### src/rtl/lftd_pkg.sv
package lftd_pkg;

    // Field widths
    localparam int CMD_W   = 2;
    localparam int IV_W    = 12;
    localparam int TH_W    = 12;
    localparam int BC_W    = 11;
    localparam int KIND_W  = 2;
    localparam int CAUSE_W = 2;
    localparam int ERR_W   = 8;
    localparam int MODE_W  = 2;
    localparam int SOFL_W  = 3;
    localparam int BYTES_W = 8;
    localparam int CFG_IDX_W  = 3;
    localparam int CFG_DATA_W = 12;
    localparam int MAX_BITS   = 3;

    // Parameter defaults
    localparam int INTERVAL_WIDTH_DEF = 12;
    localparam int QUEUE_DEPTH_DEF    = 4;

    // Input commands
    localparam logic [CMD_W-1:0] CMD_ARM     = 2'd0;
    localparam logic [CMD_W-1:0] CMD_EDGE    = 2'd1;
    localparam logic [CMD_W-1:0] CMD_TIMEOUT = 2'd2;

    // Result kinds
    localparam logic [KIND_W-1:0] KIND_BIT   = 2'd0;
    localparam logic [KIND_W-1:0] KIND_START = 2'd1;
    localparam logic [KIND_W-1:0] KIND_END   = 2'd2;

    // End causes
    localparam logic [CAUSE_W-1:0] CAUSE_NONE    = 2'd0;
    localparam logic [CAUSE_W-1:0] CAUSE_TIMEOUT = 2'd1;
    localparam logic [CAUSE_W-1:0] CAUSE_ERRORS  = 2'd2;
    localparam logic [CAUSE_W-1:0] CAUSE_FULL    = 2'd3;

    // Register indexes
    localparam logic [CFG_IDX_W-1:0] REG_CODING_MODE = 3'd0;
    localparam logic [CFG_IDX_W-1:0] REG_SOF_LENGTH  = 3'd1;
    localparam logic [CFG_IDX_W-1:0] REG_START_TH    = 3'd2;
    localparam logic [CFG_IDX_W-1:0] REG_TWO_TH      = 3'd3;
    localparam logic [CFG_IDX_W-1:0] REG_THREE_TH    = 3'd4;
    localparam logic [CFG_IDX_W-1:0] REG_FOUR_TH     = 3'd5;
    localparam logic [CFG_IDX_W-1:0] REG_BUF_BYTES   = 3'd6;
    localparam logic [CFG_IDX_W-1:0] REG_ERR_LIMIT   = 3'd7;

    // Coding mode bits: bit 0 double speed, bit 1 Manchester
    localparam int MODE_DOUBLE_BIT = 0;
    localparam int MODE_MANCH_BIT  = 1;

    // Register reset values
    localparam logic [MODE_W-1:0]  RST_CODING_MODE = 2'd0;
    localparam logic [SOFL_W-1:0]  RST_SOF_LENGTH  = 3'd1;
    localparam logic [TH_W-1:0]    RST_START_TH    = 12'd199;
    localparam logic [TH_W-1:0]    RST_TWO_TH      = 12'd25;
    localparam logic [TH_W-1:0]    RST_THREE_TH    = 12'd41;
    localparam logic [TH_W-1:0]    RST_FOUR_TH     = 12'd57;
    localparam logic [BYTES_W-1:0] RST_BUF_BYTES   = 8'd64;
    localparam logic [ERR_W-1:0]   RST_ERR_LIMIT   = 8'd100;

    // Start-of-frame handling
    localparam logic [7:0]        SOF_FIRST_BIT    = 8'h80;
    localparam logic [7:0]        SOF3_MASK        = 8'hE0;
    localparam logic [7:0]        SOF3_PATTERN     = 8'hC0;
    localparam logic [SOFL_W-1:0] SOF_FALLBACK_LEN = 3'd4;
    localparam logic [SOFL_W-1:0] SOF_SHORT_LEN    = 3'd3;

    typedef struct packed {
        logic [MODE_W-1:0]  coding_mode;
        logic [SOFL_W-1:0]  sof_length;
        logic [TH_W-1:0]    start_th;
        logic [TH_W-1:0]    two_th;
        logic [TH_W-1:0]    three_th;
        logic [TH_W-1:0]    four_th;
        logic [BYTES_W-1:0] buffer_bytes;
        logic [ERR_W-1:0]   error_limit;
    } t_cfg;

    // All results one input causes: optional start, up to three data bits
    // with consecutive indexes, optional end.
    typedef struct packed {
        logic                start;
        logic [1:0]          nbits;
        logic [MAX_BITS-1:0] bits;
        logic [BC_W-1:0]     base_idx;
        logic                end_en;
        logic [CAUSE_W-1:0]  cause;
        logic [BC_W-1:0]     end_idx;
        logic                sof_ok;
        logic [ERR_W-1:0]    err;
    } t_rec;

endpackage

### src/rtl/lftd_front.sv
module lftd_front #(
    parameter int INTERVAL_WIDTH = lftd_pkg::INTERVAL_WIDTH_DEF
) (
    input  logic                       i_clk,
    input  logic                       i_rst_n,
    input  lftd_pkg::t_cfg             i_cfg,
    input  logic                       i_valid,
    input  logic [lftd_pkg::CMD_W-1:0] i_cmd,
    input  logic [lftd_pkg::IV_W-1:0]  i_interval,
    output logic                       o_stall,
    input  logic                       i_full,
    output logic                       o_push,
    output lftd_pkg::t_rec             o_rec
);
    import lftd_pkg::*;

    localparam int USED_W = (INTERVAL_WIDTH < IV_W) ? INTERVAL_WIDTH : IV_W;
    localparam logic [IV_W-1:0] IV_MASK = IV_W'((32'd1 << USED_W) - 32'd1);

    logic              r_started, n_started;
    logic              r_done, n_done;
    logic              r_prev, n_prev;
    logic              r_skip, n_skip;
    logic              r_sof_done, n_sof_done;
    logic              r_good, n_good;
    logic [7:0]        r_shift, n_shift;
    logic [BC_W-1:0]   r_bc, n_bc;
    logic [ERR_W-1:0]  r_reject, n_reject;
    logic [SOFL_W-1:0] r_sof_eff, n_sof_eff;

    logic [IV_W-1:0] rb;
    logic [TH_W-1:0] t2, t3, t4;
    logic            ds, manch;
    logic [1:0]      dec_n;
    logic [1:0]      dec_b;
    logic            dec_rej, dec_prev, dec_skip;
    logic            accept;
    t_rec            rec;

    assign rb     = i_interval & IV_MASK;
    assign ds     = i_cfg.coding_mode[MODE_DOUBLE_BIT];
    assign manch  = i_cfg.coding_mode[MODE_MANCH_BIT];
    assign t2     = i_cfg.two_th >> ds;
    assign t3     = i_cfg.three_th >> ds;
    assign t4     = i_cfg.four_th >> ds;
    assign accept = i_valid && !i_full;

    // Interval classification; dec_b[0] is the first bit out
    always_comb begin
        dec_n    = 2'd0;
        dec_b    = 2'b00;
        dec_rej  = 1'b0;
        dec_prev = r_prev;
        dec_skip = r_skip;
        if (!manch) begin
            if (rb >= t4) begin
                dec_prev = 1'b0;
                dec_n    = 2'd1;
            end else if (rb >= t3) begin
                dec_prev = !r_prev;
                dec_n    = 2'd1;
                dec_b[0] = !r_prev;
                dec_skip = !r_prev;
            end else if (rb >= t2) begin
                if (!r_skip) begin
                    dec_prev = 1'b1;
                    dec_n    = 2'd1;
                    dec_b[0] = 1'b1;
                end
                dec_skip = !r_skip;
            end else begin
                dec_rej = 1'b1;
            end
        end else begin
            if (rb >= t4) begin
                dec_n = 2'd2;
                dec_b = 2'b10;
            end else if (rb >= t3) begin
                if (!r_skip) begin
                    dec_n = 2'd2;
                    dec_b = 2'b10;
                end else begin
                    dec_n = 2'd1;
                end
                dec_prev = !r_prev;
                dec_skip = !r_skip;
            end else if (rb >= t2) begin
                dec_n    = 2'd1;
                dec_b[0] = r_prev;
            end else begin
                dec_rej = 1'b1;
            end
        end
    end

    always_comb begin
        logic [7:0]        shift2;
        logic [7:0]        mask;
        logic [BC_W-1:0]   bc2;
        logic [BC_W-1:0]   held;
        logic [BC_W-1:0]   pj;
        logic [SOFL_W-1:0] s;
        logic [3:0]        p;
        logic              good;

        n_started  = r_started;
        n_done     = r_done;
        n_prev     = r_prev;
        n_skip     = r_skip;
        n_sof_done = r_sof_done;
        n_good     = r_good;
        n_shift    = r_shift;
        n_bc       = r_bc;
        n_reject   = r_reject;
        n_sof_eff  = r_sof_eff;
        rec        = '0;
        shift2     = r_shift;
        mask       = 8'h00;
        bc2        = r_bc;
        held       = '0;
        pj         = '0;
        s          = r_sof_eff;
        p          = '0;
        good       = 1'b0;

        if (accept) begin
            case (i_cmd)
                CMD_ARM: begin
                    n_started  = 1'b0;
                    n_done     = 1'b0;
                    n_prev     = 1'b1;
                    n_skip     = 1'b1;
                    n_sof_done = 1'b0;
                    n_good     = 1'b0;
                    n_shift    = 8'h00;
                    n_bc       = '0;
                    n_reject   = '0;
                    n_sof_eff  = i_cfg.sof_length;
                end
                CMD_TIMEOUT: begin
                    if (!r_done) begin
                        n_done     = 1'b1;
                        rec.end_en = 1'b1;
                        rec.cause  = CAUSE_TIMEOUT;
                    end
                end
                CMD_EDGE: begin
                    if (!r_done) begin
                        if (!r_started) begin
                            if (rb >= i_cfg.start_th) begin
                                n_started = 1'b1;
                                n_shift   = SOF_FIRST_BIT;
                                n_bc      = BC_W'(1);
                                rec.start = 1'b1;
                            end else if (r_reject != '1) begin
                                n_reject = r_reject + 1'b1;
                            end
                        end else begin
                            if (dec_rej && (r_reject != '1)) begin
                                n_reject = r_reject + 1'b1;
                            end
                            n_prev = dec_prev;
                            n_skip = dec_skip;
                            if (r_sof_done) begin
                                rec.nbits    = dec_n;
                                rec.bits     = {1'b0, dec_b};
                                rec.base_idx = r_bc;
                                n_bc         = r_bc + BC_W'(dec_n);
                            end else begin
                                // bits still belong to the start of frame: hold them
                                for (int j = 0; j < 2; j++) begin
                                    pj = r_bc + BC_W'(j);
                                    if ((2'(j) < dec_n) && dec_b[j] && (pj < BC_W'(8))) begin
                                        shift2[~pj[2:0]] = 1'b1;
                                    end
                                end
                                bc2     = r_bc + BC_W'(dec_n);
                                n_shift = shift2;
                                n_bc    = bc2;
                                if (bc2 >= BC_W'(r_sof_eff)) begin
                                    mask = ~(8'hFF >> r_sof_eff);
                                    good = (shift2 & mask) == mask;
                                    if (!good && (r_sof_eff == SOF_FALLBACK_LEN)) begin
                                        s    = SOF_SHORT_LEN;
                                        good = (shift2 & SOF3_MASK) == SOF3_PATTERN;
                                    end
                                    held       = bc2 - BC_W'(s);
                                    n_sof_eff  = s;
                                    n_sof_done = 1'b1;
                                    n_good     = good;
                                    n_bc       = held;
                                    // release the held bits past the start of frame
                                    for (int i = 0; i < MAX_BITS; i++) begin
                                        p = {1'b0, s} + 4'(i);
                                        rec.bits[i] = p[3] ? 1'b0 : shift2[~p[2:0]];
                                    end
                                    rec.nbits    = held[1:0];
                                    rec.base_idx = '0;
                                end
                            end
                        end
                        if (n_reject > i_cfg.error_limit) begin
                            n_done     = 1'b1;
                            rec.end_en = 1'b1;
                            rec.cause  = CAUSE_ERRORS;
                        end else if (n_bc[BC_W-1:3] >= i_cfg.buffer_bytes) begin
                            n_done     = 1'b1;
                            rec.end_en = 1'b1;
                            rec.cause  = CAUSE_FULL;
                        end
                    end
                end
                default: ;
            endcase
        end
        rec.end_idx = n_bc;
        rec.sof_ok  = n_sof_done && n_good;
        rec.err     = n_reject;
    end

    always_ff @(posedge i_clk) begin
        if (!i_rst_n) begin
            r_started  <= 1'b0;
            r_done     <= 1'b0;
            r_prev     <= 1'b1;
            r_skip     <= 1'b1;
            r_sof_done <= 1'b0;
            r_good     <= 1'b0;
            r_shift    <= 8'h00;
            r_bc       <= '0;
            r_reject   <= '0;
            r_sof_eff  <= '0;
        end else begin
            r_started  <= n_started;
            r_done     <= n_done;
            r_prev     <= n_prev;
            r_skip     <= n_skip;
            r_sof_done <= n_sof_done;
            r_good     <= n_good;
            r_shift    <= n_shift;
            r_bc       <= n_bc;
            r_reject   <= n_reject;
            r_sof_eff  <= n_sof_eff;
        end
    end

    assign o_stall = i_full;
    assign o_push  = accept && (rec.start || (rec.nbits != 2'd0) || rec.end_en);
    assign o_rec   = rec;

endmodule

### src/rtl/lftd_fifo.sv
module lftd_fifo #(
    parameter int DEPTH = lftd_pkg::QUEUE_DEPTH_DEF
) (
    input  logic           i_clk,
    input  logic           i_rst_n,
    input  logic           i_push,
    input  lftd_pkg::t_rec i_rec,
    output logic           o_full,
    input  logic           i_pop,
    output lftd_pkg::t_rec o_rec,
    output logic           o_empty
);
    import lftd_pkg::*;

    localparam int PTR_W = $clog2(DEPTH);
    localparam int CNT_W = $clog2(DEPTH + 1);

    t_rec             r_mem [DEPTH];
    logic [PTR_W-1:0] r_wr, r_rd;
    logic [CNT_W-1:0] r_cnt;

    logic do_push, do_pop;

    assign o_full  = (r_cnt == CNT_W'(DEPTH));
    assign o_empty = (r_cnt == '0);
    assign do_push = i_push && !o_full;
    assign do_pop  = i_pop && !o_empty;
    assign o_rec   = r_mem[r_rd];

    always_ff @(posedge i_clk) begin
        if (do_push) begin
            r_mem[r_wr] <= i_rec;
        end
    end

    always_ff @(posedge i_clk) begin
        if (!i_rst_n) begin
            r_wr  <= '0;
            r_rd  <= '0;
            r_cnt <= '0;
        end else begin
            if (do_push) begin
                r_wr <= (r_wr == PTR_W'(DEPTH - 1)) ? '0 : r_wr + 1'b1;
            end
            if (do_pop) begin
                r_rd <= (r_rd == PTR_W'(DEPTH - 1)) ? '0 : r_rd + 1'b1;
            end
            if (do_push && !do_pop) begin
                r_cnt <= r_cnt + 1'b1;
            end else if (do_pop && !do_push) begin
                r_cnt <= r_cnt - 1'b1;
            end
        end
    end

endmodule

### src/rtl/lftd_back.sv
module lftd_back (
    input  logic                         i_clk,
    input  logic                         i_rst_n,
    input  logic                         i_empty,
    input  lftd_pkg::t_rec               i_rec,
    output logic                         o_pop,
    input  logic                         i_stall,
    output logic                         o_valid,
    output logic [lftd_pkg::KIND_W-1:0]  o_kind,
    output logic                         o_bit_value,
    output logic [lftd_pkg::BC_W-1:0]    o_bit_index,
    output logic                         o_sof_ok,
    output logic [lftd_pkg::CAUSE_W-1:0] o_end_cause,
    output logic [lftd_pkg::ERR_W-1:0]   o_error_count,
    output logic                         o_last
);
    import lftd_pkg::*;

    logic [1:0]         r_k;
    logic               r_valid;
    logic [KIND_W-1:0]  r_kind;
    logic               r_bit;
    logic [BC_W-1:0]    r_idx;
    logic               r_sof_ok;
    logic [CAUSE_W-1:0] r_cause;
    logic [ERR_W-1:0]   r_err;
    logic               r_last;

    logic [2:0]         total;
    logic               load, is_last;
    logic [KIND_W-1:0]  kind;
    logic               bit_val;
    logic [BC_W-1:0]    idx;
    logic [CAUSE_W-1:0] cause;

    assign total   = 3'(i_rec.start) + 3'(i_rec.nbits) + 3'(i_rec.end_en);
    assign is_last = ({1'b0, r_k} == (total - 3'd1));
    assign load    = !i_empty && (!r_valid || !i_stall);
    assign o_pop   = load && is_last;

    // r_k walks start, data bits, end of the head record
    always_comb begin
        kind    = KIND_END;
        bit_val = 1'b0;
        idx     = i_rec.end_idx;
        cause   = i_rec.cause;
        if (i_rec.start && (r_k == 2'd0)) begin
            kind  = KIND_START;
            idx   = '0;
            cause = CAUSE_NONE;
        end else if (!i_rec.start && (r_k < i_rec.nbits)) begin
            kind    = KIND_BIT;
            bit_val = i_rec.bits[r_k];
            idx     = i_rec.base_idx + BC_W'(r_k);
            cause   = CAUSE_NONE;
        end
    end

    always_ff @(posedge i_clk) begin
        if (load) begin
            r_kind   <= kind;
            r_bit    <= bit_val;
            r_idx    <= idx;
            r_sof_ok <= i_rec.sof_ok;
            r_cause  <= cause;
            r_err    <= i_rec.err;
            r_last   <= is_last;
        end
    end

    always_ff @(posedge i_clk) begin
        if (!i_rst_n) begin
            r_valid <= 1'b0;
            r_k     <= 2'd0;
        end else begin
            if (load) begin
                r_valid <= 1'b1;
                r_k     <= is_last ? 2'd0 : r_k + 2'd1;
            end else if (!i_stall) begin
                r_valid <= 1'b0;
            end
        end
    end

    assign o_valid       = r_valid;
    assign o_kind        = r_kind;
    assign o_bit_value   = r_bit;
    assign o_bit_index   = r_idx;
    assign o_sof_ok      = r_sof_ok;
    assign o_end_cause   = r_cause;
    assign o_error_count = r_err;
    assign o_last        = r_last;

endmodule

### src/rtl/lf_tag_response_edge_decoder_unit.sv
// Edge-interval decoder for a low-frequency tag response.
// Input channel (i_valid / o_stall): one command per transfer; arm, a
//   falling-edge interval in carrier periods, or a silence timeout.
// Output channel (o_valid / i_stall): one result per transfer; frame start,
//   data bit, or frame end, with o_last on the final result of an input.
// Config channel (i_cfg_valid / o_cfg_ready): register index and data,
//   always ready; write only while the decoder is idle.
// Each input's record is written into the queue; its first result is then
//   loaded into the output register.
// The front classifies one input per cycle into a record queue while the
//   queue is not full; the back drains one result per cycle while i_stall is
//   low, one at a time through the single output register.
// Reset: registers take their default values, the decoder behaves as armed
//   with no start-of-frame bits, the queue and output register empty.
// A stalled output holds its result; the queue then fills and o_stall rises.
module lf_tag_response_edge_decoder_unit #(
    parameter int INTERVAL_WIDTH = lftd_pkg::INTERVAL_WIDTH_DEF,
    parameter int QUEUE_DEPTH    = lftd_pkg::QUEUE_DEPTH_DEF
) (
    input  logic                            i_clk,
    input  logic                            i_rst_n,
    // input channel
    input  logic                            i_valid,
    output logic                            o_stall,
    input  logic [lftd_pkg::CMD_W-1:0]      i_cmd,
    input  logic [lftd_pkg::IV_W-1:0]       i_interval,
    // output channel
    output logic                            o_valid,
    input  logic                            i_stall,
    output logic [lftd_pkg::KIND_W-1:0]     o_kind,
    output logic                            o_bit_value,
    output logic [lftd_pkg::BC_W-1:0]       o_bit_index,
    output logic                            o_sof_ok,
    output logic [lftd_pkg::CAUSE_W-1:0]    o_end_cause,
    output logic [lftd_pkg::ERR_W-1:0]      o_error_count,
    output logic                            o_last,
    // config channel
    input  logic                            i_cfg_valid,
    output logic                            o_cfg_ready,
    input  logic [lftd_pkg::CFG_IDX_W-1:0]  i_cfg_index,
    input  logic [lftd_pkg::CFG_DATA_W-1:0] i_cfg_data
);
    import lftd_pkg::*;

    t_cfg r_cfg;
    logic cfg_we;

    logic q_push, q_full, q_pop, q_empty;
    t_rec q_in, q_out;

    // register file; writes are always taken
    assign o_cfg_ready = 1'b1;
    assign cfg_we      = i_cfg_valid && o_cfg_ready;

    always_ff @(posedge i_clk) begin
        if (!i_rst_n) begin
            r_cfg.coding_mode  <= RST_CODING_MODE;
            r_cfg.sof_length   <= RST_SOF_LENGTH;
            r_cfg.start_th     <= RST_START_TH;
            r_cfg.two_th       <= RST_TWO_TH;
            r_cfg.three_th     <= RST_THREE_TH;
            r_cfg.four_th      <= RST_FOUR_TH;
            r_cfg.buffer_bytes <= RST_BUF_BYTES;
            r_cfg.error_limit  <= RST_ERR_LIMIT;
        end else if (cfg_we) begin
            case (i_cfg_index)
                REG_CODING_MODE: r_cfg.coding_mode  <= i_cfg_data[MODE_W-1:0];
                REG_SOF_LENGTH:  r_cfg.sof_length   <= i_cfg_data[SOFL_W-1:0];
                REG_START_TH:    r_cfg.start_th     <= i_cfg_data[TH_W-1:0];
                REG_TWO_TH:      r_cfg.two_th       <= i_cfg_data[TH_W-1:0];
                REG_THREE_TH:    r_cfg.three_th     <= i_cfg_data[TH_W-1:0];
                REG_FOUR_TH:     r_cfg.four_th      <= i_cfg_data[TH_W-1:0];
                REG_BUF_BYTES:   r_cfg.buffer_bytes <= i_cfg_data[BYTES_W-1:0];
                REG_ERR_LIMIT:   r_cfg.error_limit  <= i_cfg_data[ERR_W-1:0];
                default: ;
            endcase
        end
    end

    // front: frame state and classification, at most one record per input
    lftd_front #(
        .INTERVAL_WIDTH(INTERVAL_WIDTH)
    ) u_front (
        .i_clk      (i_clk),
        .i_rst_n    (i_rst_n),
        .i_cfg      (r_cfg),
        .i_valid    (i_valid),
        .i_cmd      (i_cmd),
        .i_interval (i_interval),
        .o_stall    (o_stall),
        .i_full     (q_full),
        .o_push     (q_push),
        .o_rec      (q_in)
    );

    // record queue decouples classification from result delivery
    lftd_fifo #(
        .DEPTH(QUEUE_DEPTH)
    ) u_fifo (
        .i_clk   (i_clk),
        .i_rst_n (i_rst_n),
        .i_push  (q_push),
        .i_rec   (q_in),
        .o_full  (q_full),
        .i_pop   (q_pop),
        .o_rec   (q_out),
        .o_empty (q_empty)
    );

    // back: serializes each record into individual results
    lftd_back u_back (
        .i_clk         (i_clk),
        .i_rst_n       (i_rst_n),
        .i_empty       (q_empty),
        .i_rec         (q_out),
        .o_pop         (q_pop),
        .i_stall       (i_stall),
        .o_valid       (o_valid),
        .o_kind        (o_kind),
        .o_bit_value   (o_bit_value),
        .o_bit_index   (o_bit_index),
        .o_sof_ok      (o_sof_ok),
        .o_end_cause   (o_end_cause),
        .o_error_count (o_error_count),
        .o_last        (o_last)
    );

endmodule
### config.mk
export PLATFORM = sky130hd
export DESIGN_NAME = lf_tag_response_edge_decoder_unit
export DESIGN_NICKNAME = d
export VERILOG_FILES = /design/src/rtl/lftd_pkg.sv /design/src/rtl/lftd_front.sv /design/src/rtl/lftd_fifo.sv /design/src/rtl/lftd_back.sv /design/src/rtl/lf_tag_response_edge_decoder_unit.sv
export SDC_FILE = /design/constraint.sdc
export NUM_CORES = 1
export LEC_CHECK = 0
export ABC_AREA = 1
export BUFFER_PORTS_ARGS = -buffer_cell sky130_fd_sc_hd__buf_2
export CAP_MARGIN = 40
export CORE_AREA = 2 2 270 139
export CTS_CLUSTER_DIAMETER = 30
export DETAILED_ROUTE_END_ITERATION = 10
export DIE_AREA = 0 0 272 141
export GPL_TIMING_DRIVEN = 0
export PLACE_DENSITY_LB_ADDON = 0.15
export SLEW_MARGIN = 20
export SYNTH_ARGS = -nofsm -noshare
export SYNTH_HDL_FRONTEND = slang
export SYNTH_SLANG_ARGS = --single-unit
### constraint.sdc
create_clock -name i_clk -period 10 [get_ports i_clk]
set_input_delay 0 -clock i_clk [delete_from_list [all_inputs] [get_ports i_clk]]
set_output_delay 0 -clock i_clk [all_outputs]
set_load 0.01 [all_outputs]
# Yosys cells after proc, flatten, opt, wreduce, memory -nomap -nowiden

Memories as Yosys holds them, arrays and structs flattened. A register that Yosys moved wholly into a read port is not among the register bits.
Cells that the tools add are included.

Bits in registers: 141
Memory bits (writable): 160
Input port bits: 34
Output and inout port bits: 29
Logic and storage cells: 316
Memories kept: 1

Memory list:

| memory       | depth | bits a word | read ports | clocked after Yosys merged registers in | wr ports | RTL line        | RTL |
|---|---|---|---|---|---|---|---|
| u_fifo.r_mem | 4     | 40          | 1          | 1                                       | 1        | lftd_fifo.sv:18 | `t_rec r_mem [DEPTH];` |

Add/sub/neg operators: 15
Order comparisons: 20
Equal/unequal tests: 30
Shifts and indexed selects: 4
Mux-type cells: 150
Bitwise logic cells: 10
Reduce and logical (&&, ||, !) cells: 56

Operators by type and width:

| cell                    | number |
|---|---|
| $mux W8                 | 25 |
| $mux W11                | 10 |
| $mux W1                 | 61 |
| $ge A12 B12 Y1          | 4 |
| $mux W16                | 3 |
| $mux W3                 | 16 |
| $mux W20                | 2 |
| $shr A12 B1 Y12         | 3 |
| $pmux W8 S2             | 2 |
| $mux W2                 | 15 |
| $add A11 B2 Y11         | 2 |
| $lt A11 B4 Y1 const B   | 2 |
| $pmux W11 S2            | 1 |
| $eq A3 B3 Y1 const B    | 7 |
| $lt A3 B4 Y1 const B    | 5 |
| $logic_and A1 B1 Y1     | 19 |
| $reduce_and A2 Y1       | 9 |
| $mux W17                | 1 |
| $or A8 B8 Y8            | 2 |
| $not A3 Y3              | 5 |
| $pmux W3 S2             | 2 |
| $add A11 B1 Y11 const B | 1 |
| $ge A11 B3 Y1           | 1 |
| $sub A11 B3 Y11         | 1 |
| other kinds (49)        | 86 |

# Logic depth before layout (Yosys ltp)

Word-level depth: 55
Mapped depth: 55
Mapped depth without buffers: 53

# By module

Synthesis repeated with hierarchy kept, for this count alone.

Cell total of the unflattened synthesis: 2026
Area, all modules: 17060.1 um2

Modules (own cells, without submodules):

| module                            | instances | cells an instance | area each (um2) | seq. area each (um2) |
|---|---|---|---|---|
| lftd_fifo                         | 1         | 459               | 6550.0          | 4984.8 |
| lftd_front                        | 1         | 1019              | 6218.5          | 720.7 |
| lf_tag_response_edge_decoder_unit | 1         | 389               | 2751.4          | 1381.3 |
| lftd_back                         | 1         | 159               | 1540.2          | 840.8 |

# Worst setup path after synthesis

OpenSTA, ideal clock, no wires.

Path type: reg2reg
From: register r_cfg[67] (netlist bit)
To: register u_fifo.r_cnt[1]
Library setup time: 0.116 ns
Data arrival time: 7.315 ns
Data required time: 9.884 ns
Slack: 2.569 ns
Stages on the path, launching flop included: 50
Buffers on the path: 2
Clock period less this slack: 7.431 ns
Cells stage by stage: dfxtp_1 > clkbuf_1 > clkbuf_1 > mux2i_1 > ha_1 > nand2_1 > inv_1 > nand2_1 > nand2_1 > a21oi_1 > nand2_1 > inv_1 > nand2_1 > nand2_1 > inv_1 > a221o_1 > inv_1 > ha_1 > (+14 left out) > a22oi_1 > ha_1 > o21ai_0 > nand2_1 > a21oi_1 > o21bai_1 > a21oi_1 > o21bai_1 > a21o_1 > a21oi_1 > nand2_1 > a31oi_1 > nand2_2 > ha_1 > inv_1 > fa_1 > o21ai_0 > nor2_1

Cells in the longest elaborated chain, start to end: 52
Elaborated cells on any way between the ends: 91
Classes of those cells: 2 x add/sub; 8 x order compare; 1 x eq/ne; 3 x shift; 59 x mux; 2 x bitwise; 16 x reduce/logical

Ends and longest elaborated chain:

| item                                      | RTL line                                | RTL |
|---|---|---|
| from (decl)                               | lf_tag_response_edge_decoder_unit.sv:45 | `t_cfg r_cfg;` |
| $shr A12 B1 Y12                           | lftd_front.sv:43                        | `assign t2 = i_cfg.two_th >> ds;` |
| $ge A12 B12 Y1                            | lftd_front.sv:64, lftd_front.sv:87      |  |
| $mux W2 / $mux W1 (equally long branches) | lftd_front.sv:64, lftd_front.sv:87      |  |
| $mux W2 (on tied branches)                | lftd_front.sv:59, lftd_front.sv:78      |  |
| $mux W2 (on tied branches)                | lftd_front.sv:56, lftd_front.sv:75      |  |
| $mux W2                                   | lftd_front.sv:55                        | `if (!manch) begin` |
| $lt A1 B2 Y1                              | lftd_front.sv:173                       | `if ((2'(j) < dec_n) && dec_b[j] && (pj < BC_W'(8))) begin` |
| $logic_and A1 B1 Y1 (2 in a row)          | lftd_front.sv:173                       |  |
| (+36 left out)                            | --                                      |  |
| $mux W20 *                                | lftd_front.sv:126                       | `if (accept) begin` |
| $logic_or A1 B1 Y1 *                      | lftd_front.sv:248                       | `assign o_push = accept && (rec.start \|\| (rec.nbits != 2'd0) \|\| rec.end_en);` |
| $logic_and A1 B1 Y1 *                     | lftd_front.sv:248                       |  |
| $logic_and A1 B1 Y1 *                     | lftd_fifo.sv:26                         | `assign do_push = i_push && !o_full;` |
| named net u_fifo.do_push                  | lftd_fifo.sv:22                         | `logic do_push, do_pop;` |
| $logic_not A1 Y1                          | lftd_fifo.sv:50                         | `end else if (do_pop && !do_push) begin` |
| $logic_and A1 B1 Y1                       | lftd_fifo.sv:50                         |  |
| $reduce_bool A2 Y1 (no source line)       | --                                      |  |
| to (signal assigned)                      | lftd_fifo.sv:49                         | `r_cnt <= r_cnt + 1'b1;` |
| to (signal assigned)                      | lftd_fifo.sv:51                         | `r_cnt <= r_cnt - 1'b1;` |
| to (decl)                                 | lftd_fifo.sv:20                         | `logic [CNT_W-1:0] r_cnt;` |

The timed path passes the listed nets; every way through them passes the cells marked *. The select of a mux whose other input is x is not followed.
A chain may end at the register's enable or synchronous reset.

# Final worst setup path

Same ends and word-level chain as after synthesis.

==> results.toml <==
[run]
drv_cap = 0

[critical_path]
r2r_slack_ns = 0.70
crit_family = "compound AO/OA/AOI/OAI gates"
crit_path_frequent_cell = "nand2_1"
crit_path_end_kind = "flip-flop"
required_ns = 10.43
max_stage_delay_ns = 0.47
critPathBufInv = 11
arrival_ns = 9.73
worstPathMaxFanout = 10
crit_type = "flip-flop to flip-flop"
cp_slowest_cell = "dfxtp_2"
cp-start-kind = "flip-flop"

[placement]
dp_cells = 2420
portBuffers = 59
place.gp.congestion = 0.9329
dp_hpwl_microns = 38520
pre_cts_ws_ns = 0.05255

[die]
core_area_sq_mm = 0.03635
die_w_microns = 272
die_h_microns = 141
io_pins = 63
start_util = 0.4403
row_count = 50
die-area_sq_mm = 0.03835

[grt]
antenna_found_initial = 0
grt.overflow.total = 0
grt_max_degree = 32
grt_pass1_wl_microns = 77900
grt_pass1_vias = 12930
grt_usage = 0.2676

[timing]
setup_viol = 0
drv_slew = 0
rsz0062_at_grt = "no"
relSlewSlack = 0.4256
fin_crit_sh = 0.9298
fin_crit_ns = 9.298
finalHoldViolCount = 0
fmaxAchievable_mhz = 107.5
fin_skew_ns = 0.04432
tightest_slew_ns = 0.8584
fin_ws_ns = 0.7019

[route]
ant_nets = 0
drtIter0Drc = 1819
num_vias = 13970
routed_wl_microns = 50670
wl_per_cell_microns = 20.10
drc = 0
avgViaCountPerCell = 5.541
dr.pass1.iters = 5

[yosys]
synth-seq-cells = 303
synth.avg_cell_area_sq_um = 8.604
yosysTopAreaCell = "edfxtp_1"
synth_commonest_cells = "355 x nand2_1, 216 x nor2_1, 192 x inv_1"
ys_async_sr_fraction = 0
synth_flop_cell = "edfxtp_1"
synth_edf_count = 186
ys.warnings.count = 0
synth_most_common_cell = "nand2_1"
syn_nets = 1992
syn_area_sq_mm = 0.01600
netlist.area_leader.share = 0.3490
synthTopCellsByArea = "edfxtp_1 35%, dfxtp_1 15%, nand2_1 8.3%"
syn-instance-count = 1860
ys_seq_area_frac = 0.4953
ys_types = 61

[power]
powerDensity_mw_per_mm2 = 223.9
switching_share = 0.3350
power_frac_seq = 0.362
comb_power_share = 0.255
ir_drop_v = 0.0001641
p_int_uw = 2794
p_leak_uw = 0.007792
p_switching_uw = 1407
power_frac_clock = 0.383

[finish]
diodes = 0
nets = 2125
syn2layout_area_growth_pct = 17.24
drive_gt1_frac = 0.09028
instances_no_fill = 2521

[outcome]
outcome = "complete, no violations"

[clocking]
postCtsSetupBuffers = 0
clk_path_buf_depth = 3
cts_tree = "yes"
clk_pin_slew_ns = 0.05
cts_sinks = 303
clkLatencyLatePin_ns = 0.56
clock-root-buffer = "clkbuf_16"
htree_levels = 2
cts_inserted_buffers = 42

[min_path]
min_path_type = "input pin to flip-flop"
==> routing by layer <==
metal	vias to the layer above	wire length, microns	part of all wire	global-route usage
li1	6636	-	-	-
met1	6652	26640	0.53	0.4479
met2	632	17030	0.34	0.3183
met3	50	6537	0.13	0.09266
met4	0	459	0.0091	0.03730
met5	-	0	0	0
==> power by group through the flow <==
stage / Combinational (uW) / Clock [uW] / Sequential (uW)
final: 1070 / 1610 / 1520
after global routing: 1190 / 1690 / 1530
after CTS: 1050 / 1630 / 1520
after detailed placement: 1040 / 0 / 1550
after global placement: 1020 / 0 / 1550
after floorplan: 625 / 0 / 1570
==> repair_timing <==
item | 4_1_cts | 5_1_grt
hold buffers | 19 | 0
hold endpoints to repair | 66 | 0
resized for setup | 0 | 5
endpoints found under the setup margin | 0 | 107
==> state kept, by name (all words and copies together), names as in the netlist, 2 cells and up, named ones only <==
name                  flops
u_fifo.r_wr               2
u_back.o_bit_index       11
u_back.o_end_cause        2
u_front.r_bc             11
r_cfg                    69
u_back.o_error_count      8
u_fifo.r_rd               2
u_fifo.r_cnt              3
u_back.r_k                2
u_back.o_kind             2
u_front.r_sof_eff         3
u_fifo.r_mem            160
u_front.r_shift           8
u_front.r_reject          8
==> stage by stage <==
| stage | setup TNS (ns) | power (uW) | instance area (sq um) | hold slack [ns] | utilization |
|---|---|---|---|---|---|
| after floorplan | 0 | 2194 | 16000 | 0.1261 | - |
| after global placement | -63.74 | 2568 | 16920 | 0.3144 | 0.4654 |
| after detailed placement | 0 | 2584 | 17030 | 0.3195 | 0.4684 |
| after CTS | 0 | 4203 | 18720 | 0.01126 | 0.5150 |
| after global routing | 0 | 4412 | 18760 | 0.04181 | 0.5162 |
| final | 0 | 4201 | 18760 | 0.02775 | 0.5162 |
==> kinds of logic (layout without fill, tap and decap cells) <==
| family | count (synthesis) | after routing | synth area share |
|---|---|---|---|
| AOI/OAI and AO/OA | 415 | 415 | 0.1447 |
| xor gates and xnor gates | 23 | 23 | 0.01306 |
| and+or+nand+nor | 722 | 722 | 0.1868 |
| DFF | 303 | 303 | 0.4953 |
| buffers and inverters | 274 | 441 | 0.06590 |
| muxes | 24 | 24 | 0.01501 |
| other | 1 | 1 | 0.0002343 |
| adders and majority gates | 98 | 98 | 0.07896 |
==> placed cells by master (no fill, tap or decap), drive strengths merged, types with 18 or more instances in the layout <==
| cell | instances |
|---|---|
| inv | 208 |
| dlygate4sd3 | 19 |
| nor2 | 218 |
| ha | 93 |
| nand3 | 85 |
| o22ai | 31 |
| clkbuf | 113 |
| edfxtp | 186 |
| dfxtp | 117 |
| a21oi | 136 |
| xor2 | 18 |
| buf | 80 |
| o211ai | 22 |
| mux2i | 24 |
| nand2 | 363 |
| nor3 | 31 |
| o21ai | 184 |
==> area by class of cell <==
cell class              instances  area [sq um]
plain buffers                  75         309.0
clock buffers                  47          1101
clock inverters                31         402.9
fillers                      3374         17580
inverters                     198         744.5
multi-input cells            1283          7027
flip-flops and latches        303          7929
well taps                     494         618.1
repair buffers                 90         631.9
==> worst register-to-register path, delay by kind of cell, from the launching register on <==
family,cells,cell delay [ns]
compound gates,15,2.95
xor+xnor,1,0.13
fa+ha+maj,7,2.05
buf+inv,11,1.48
flops,1,0.47
mux,1,0.22
simple gates,15,1.91
==> final timing paths <==
check	depth (start not counted)	start	endpoint
worst max-delay path	50	r_cfg[67]$_SDFFE_PN0P_	u_fifo.r_cnt[1]$_SDFFE_PN0P_
worst min-delay path	3	i_cfg_data[1]	r_cfg[68]$_SDFFE_PN0P_
worst max register to register	50	r_cfg[67]$_SDFFE_PN0P_	u_fifo.r_cnt[1]$_SDFFE_PN0P_
worst min register to register	2	r_cfg[60]$_SDFFE_PN0P_	r_cfg[60]$_SDFFE_PN0P_
(Power assumes the default switching activity.)
